===== config.mk =====
export PLATFORM = sky130hd
export DESIGN_NAME = sompbm_dist
export DESIGN_NICKNAME = d
export VERILOG_FILES = /design/src/hdl/sompbm_pkg.sv /design/src/hdl/sompbm_dist.sv
export SDC_FILE = /design/constraint.sdc
export NUM_CORES = 2
export LEC_CHECK = 0
export BUFFER_PORTS_ARGS = -buffer_cell sky130_fd_sc_hd__buf_2
export CAP_MARGIN = 20
export CELL_PAD_IN_SITES_DETAIL_PLACEMENT = 0
export CELL_PAD_IN_SITES_GLOBAL_PLACEMENT = 1
export CORE_ASPECT_RATIO = 1.25
export CORE_MARGIN = 5
export CORE_UTILIZATION = 30
export DETAILED_ROUTE_END_ITERATION = 16
export PLACE_DENSITY_LB_ADDON = 0.1
export SLEW_MARGIN = 20
export SYNTH_ARGS = -nofsm -noshare
export SYNTH_HDL_FRONTEND = slang
export SYNTH_SLANG_ARGS = --single-unit

===== constraint.sdc =====
create_clock -name clock -period 26.8 [get_ports clock]
set_input_delay 6.7 -clock clock [delete_from_list [all_inputs] [get_ports clock]]
set_output_delay 6.7 -clock clock [all_outputs]
set_load 0.01 [all_outputs]

===== src/hdl/sompbm_pkg.sv =====
// Shared types and fixed constants of the SOM best match query block.
`timescale 1ns / 1ps

package sompbm_pkg;

   // fixed port widths
   localparam int FIELD_BITS      = 16;
   localparam int POS_FIELD_BITS  = 4;
   localparam int WIDX_BITS       = 2;
   localparam int DIST_BITS       = 34;
   localparam int QUERY_FIELDS    = 4;

   // request kinds
   localparam logic KIND_LOAD  = 1'b0;
   localparam logic KIND_QUERY = 1'b1;

   // configuration registers
   localparam int CSR_INDEX_BITS = 2;
   localparam int CSR_DATA_BITS  = 5;
   localparam int SIDE_CFG_BITS  = 5;
   localparam int FEAT_SEL_BITS  = 2;

   localparam logic [CSR_INDEX_BITS-1:0] REG_GRID_SIDE     = 2'd0;
   localparam logic [CSR_INDEX_BITS-1:0] REG_FIRST_FEATURE = 2'd1;
   localparam logic [CSR_INDEX_BITS-1:0] REG_LAST_FEATURE  = 2'd2;

   localparam logic [SIDE_CFG_BITS-1:0] GRID_SIDE_RESET     = 5'd16;
   localparam logic [FEAT_SEL_BITS-1:0] FIRST_FEATURE_RESET = 2'd0;
   localparam logic [FEAT_SEL_BITS-1:0] LAST_FEATURE_RESET  = 2'd3;

   // marker travelling with each node through the distance pipeline
   typedef struct packed {
      logic valid;
      logic last;
   } tag_type;

endpackage


===== src/hdl/sompbm_dist.sv =====
// Two-stage squared distance pipeline: per-feature squares, then their sum.
`timescale 1ns / 1ps

module sompbm_dist
   import sompbm_pkg::*;
#(
   parameter int FEATURES  = 4,
   parameter int VAL_BITS  = 16,
   parameter int SUM_BITS  = 34,
   parameter int INFO_BITS = 72
) (
   input  logic                         clock,
   input  logic                         reset,
   input  tag_type                      in_tag,
   input  logic [INFO_BITS-1:0]         in_info,
   input  logic [FEATURES*VAL_BITS-1:0] in_query,
   input  logic [FEATURES*VAL_BITS-1:0] in_weights,
   input  logic [FEATURES-1:0]          in_incl,
   output tag_type                      out_tag,
   output logic [INFO_BITS-1:0]         out_info,
   output logic [SUM_BITS-1:0]          out_sum
);

   localparam int DIFF_BITS = VAL_BITS + 1;
   localparam int PROD_BITS = 2 * DIFF_BITS;
   localparam int SQ_BITS   = 2 * VAL_BITS;

   logic signed [DIFF_BITS-1:0] diff [FEATURES];
   logic signed [PROD_BITS-1:0] prod [FEATURES];
   logic        [SQ_BITS-1:0]   sq_in [FEATURES];
   logic        [SQ_BITS-1:0]   sq_ff [FEATURES];
   logic        [SUM_BITS-1:0]  sum_in;
   logic        [SUM_BITS-1:0]  sum_ff;
   tag_type                     tag_a_ff;
   tag_type                     tag_b_ff;
   logic        [INFO_BITS-1:0] info_a_ff;
   logic        [INFO_BITS-1:0] info_b_ff;

   // squares of the differences, features outside the range count as zero
   always_comb begin
      for (int f = 0; f < FEATURES; f++) begin
         diff[f] = DIFF_BITS'(signed'(in_query[f*VAL_BITS +: VAL_BITS]))
                 - DIFF_BITS'(signed'(in_weights[f*VAL_BITS +: VAL_BITS]));
         prod[f] = diff[f] * diff[f];
         sq_in[f] = in_incl[f] ? SQ_BITS'(prod[f]) : '0;
      end
   end

   // sum of the registered squares
   always_comb begin
      sum_in = '0;
      for (int f = 0; f < FEATURES; f++) begin
         sum_in = sum_in + SUM_BITS'(sq_ff[f]);
      end
   end

   // payload stages
   always_ff @(posedge clock) begin
      sq_ff     <= sq_in;
      info_a_ff <= in_info;
      sum_ff    <= sum_in;
      info_b_ff <= info_a_ff;
   end

   // marker stages
   always_ff @(posedge clock) begin
      if (reset) begin
         tag_a_ff <= '0;
         tag_b_ff <= '0;
      end else begin
         tag_a_ff <= in_tag;
         tag_b_ff <= tag_a_ff;
      end
   end

   assign out_tag  = tag_b_ff;
   assign out_info = info_b_ff;
   assign out_sum  = sum_ff;

endmodule


==> metrics.sh <==
RUN_STATUS='finished clean'
SYNTHDISTINCTLIBCELLS=84
INITIAL_CELL_DENSITY_OF_THE_CORE_PCT=30.2
SYNTHARSTFLOPSHARE_PCT=0
SEQ_AREA_FRAC_SYNTH_PCT=12.4
SETUP_VIOL=0
DIEHEIGHT_UM=464
GRT_ANTENNA_BEFORE_REPAIR=5
DRC_VIOLATION_COUNT_AFTER_ROUTING=0
SYNTH-COMPOUND-AREA-SHARE_PCT=6.88
AVGVIACOUNTPERCELL=4.41
NETS=7265
TIMING.CRITICAL_PATH.FROM_TYPE='input port'
CTS.REPAIR.RESIZED=0
POSTSYNTHCELLCOUNT=5237
HOLD_VIOL=0
MOST_COMMON_LIBRARY_CELL_IN_THE_LAYOUT_IGNORING_FILL_AND_TAPS='sky130_fd_sc_hd__inv_1'
FMAX_MHz=66.0
CTS_TREE='done'
MAX_CAP_VIOLS=0
HIGHEST_COUNT_CELLS_IN_THE_LAYOUT_IGNORING_FILL_AND_TAPS='sky130_fd_sc_hd__inv_1, sky130_fd_sc_hd__fa_1, sky130_fd_sc_hd__nor2_1, sky130_fd_sc_hd__ha_1, sky130_fd_sc_hd__nand2_1'
POSTSYNTHREGISTERBITS=306
PLACEMENT_ROWS=166
CRIT_FANOUT=19
FIRST_GLOBAL_VIAS=39000
CRITPATHMAXSTAGEDELAY_NS=0.85
POST-CTS-SETUP-BUFFERS=0
DP.FINAL_HPWL_UM=121000
YOSYS_WARNINGS=0
CORE_UM2=164000
GRT_USAGE_PCT=16.7
YOSYS.AREA_SHARE.SIMPLE_PCT=10.4
INSERTEDDIODECOUNT=0
SLEW_VIOL_FINAL=0
POST_ROUTE_CELLS_DRIVE_ABOVE_1_SHARE_PCT=8.70
SYNTH_ENABLE_FLOP_CELLS=0
IOS=316
CLOCKROOTBUFFER='sky130_fd_sc_hd__clkbuf_16'
SETUP_TNS_NS=0
SYNTH_TOP_FLOP_CELL='sky130_fd_sc_hd__dfxtp_1'
VIA_COUNT=34200
CTS_MAX_PATH_BUFFERS=3
GLOBAL_ROUTE.OVERFLOW_TOTAL=0
FIN_SKEW_NS=0.0252
GRT_START_MAX_NET_PINS=37
SYN-MEAN-INSTANCE-AREA_UM2=9.43
DIE_W_UM=373
HTREEDEPTH=2
MIN_PERIOD_NS=15.16
CRITPATHSLOWESTCELL='sky130_fd_sc_hd__fa_1'
SYNTH.AREA.MUX_SHARE_PCT=0.203
SYNTH_TOP_FAMILY_BY_AREA='adder cells'
YOSYS.AREA_SHARE.ADDER_PCT=54.8
DRT.ANTENNA.VIOLATING_NETS=0
AREA_GROWTH_SYN_TO_LAYOUT_PCT=11.6
CTS.CLK_SLEW.WORST_PATHS_NS=0.06
TIMING.CRITICAL_PATH.MODE_CELL='sky130_fd_sc_hd__fa_1'
FIRST_PASS_GRT_WIRE_LENGTH_UM=225000
TIGHTEST_SLEW_NS=1.04
POSTCTSHOLDBUFS=0
FINAL_MIN_PERIOD_OVER_CLOCK_PERIOD_PCT=56.6
SLEW_HEADROOM_PCT=30.1
MIN_PATH_TYPE='register to register'
PORT_BUFFERS=315
CLK_LATENCY_NS=0.56
UNREPAIRED_SETUP_ENDPOINTS_AFTER_GLOBAL_ROUTING='no'
FIRST_PASS_ITERS=5
AVGROUTEDWIREPERCELL_UM=18.1
CRITICAL_PATH_CLASS='input port to register'
POST_SYNTH_XOR_AREA_FRACTION_PCT=3.87
AGGREGATE_ROUTED_WIRE_LENGTH_UM=141000
DR.FIRST_ITER.DRC_COUNT=1268
CP_DATA_ARRIVAL_TIME_NS=15.56
CP.REQUIRED_NS=27.20
CTS-BUFFERS-INSERTED=37
PLACE_CONGESTION=0.796
ENDPOINT_KIND='register'
AREA_OF_THE_DIE_UM2=173000
SYN_AREA_UM2=49400
CLOCK-SINKS=306
-- routing by layer --
layer / up-vias / wire length, um / part of all wire (%) / global-route usage [%]
met2: 498 / 74000 / 53 / 30.8
met5: - / 0 / 0 / 0
met1: 17300 / 60300 / 43 / 21.4
met4: 0 / 2620 / 1.9 / 2.81
li1: 16200 / - / - / -
met3: 128 / 3820 / 2.7 / 1.64
-- final timing paths --
kind	startpoint	to	slack (ns)	cells after the start
setup reg to reg	sq_ff[2]$_SDFF_PN0_	out_sum[30]$_DFF_P_	22.05	15
hold / removal	info_a_ff[31]$_DFF_P_	out_info[31]$_DFF_P_	0.32	0
hold reg to reg	info_a_ff[31]$_DFF_P_	out_info[31]$_DFF_P_	0.32	0
setup / recovery	in_query[32]	sq_ff[63]$_SDFF_PN0_	11.64	32
-- layout make-up --
class                           instances  area, um2
Fill cell                           17300     109000
Multi-Input combinational cell       3431      37700
Sequential cell                       306       6130
Inverter                             1397       5250
Tap cell                             2184       2730
Timing Repair Buffer                  377       2040
Clock buffer                           51       1070
Clock inverter                         15        229
-- synth_stat cells, types with 45 or more instances --
cell                       count  area, um2
sky130_fd_sc_hd__inv_1      1371       5150
sky130_fd_sc_hd__fa_1       1094      21900
sky130_fd_sc_hd__nor2_1      519       1950
sky130_fd_sc_hd__ha_1        413       5170
sky130_fd_sc_hd__nand2_1     371       1390
sky130_fd_sc_hd__dfxtp_1     306       6130
sky130_fd_sc_hd__xnor2_1     153       1340
sky130_fd_sc_hd__a21oi_1     140        701
sky130_fd_sc_hd__o21ai_0      97        485
sky130_fd_sc_hd__clkbuf_1     94        353
sky130_fd_sc_hd__a21o_1       73        548
sky130_fd_sc_hd__xor2_1       65        569
sky130_fd_sc_hd__nand2b_1     46        288
sky130_fd_sc_hd__nor3_1       45        225
-- kinds of logic after synthesis --
| logic type | Yosys count |
|---|---|
| adders and majority gates | 1507 |
| buffers and inverters | 1501 |
| and+or+nand+nor | 1181 |
| AOI/OAI and AO/OA | 512 |
| DFF | 306 |
| xor gates and xnor gates | 218 |
| muxes | 10 |
| other | 2 |
-- flip-flops by register name (all words and copies together), names as in the netlist --
register,cells
tag_a_ff,2
out_tag,2
sq_ff,124
out_sum,34
out_info,72
info_a_ff,72
-- per-stage QoR --
| stage | instances | utilization, % | setup slack (ns) | hold slack (ns) | area [um2] |
|---|---|---|---|---|---|
| global route | 7761 | 33.7 | 11.08 | 0.329 | 55100 |
| floorplan | 5238 | - | 12.13 | 0.310 | 49400 |
| finish | 7761 | 33.7 | 11.64 | 0.319 | 55100 |
| global placement | 7695 | 32.9 | 11.03 | 0.310 | 53800 |
| CTS | 7761 | 33.7 | 11.58 | 0.323 | 55100 |
| detailed placement | 7695 | 32.9 | 11.03 | 0.312 | 53800 |
-- critical path, delay by kind of cell --
kind | cells | cell delay [ns]
adder cells (fa/ha/maj) | 9 | 4.38
AND/OR/NAND/NOR | 6 | 1.18
buffers and inverters | 7 | 1.03
XOR/XNOR | 1 | 0.16
AO/OA/AOI/OAI | 9 | 2.11
Power is left out: the tool's default activity adds up to more than one toggle a clock period on the data nets, which glitch-free logic cannot reach.
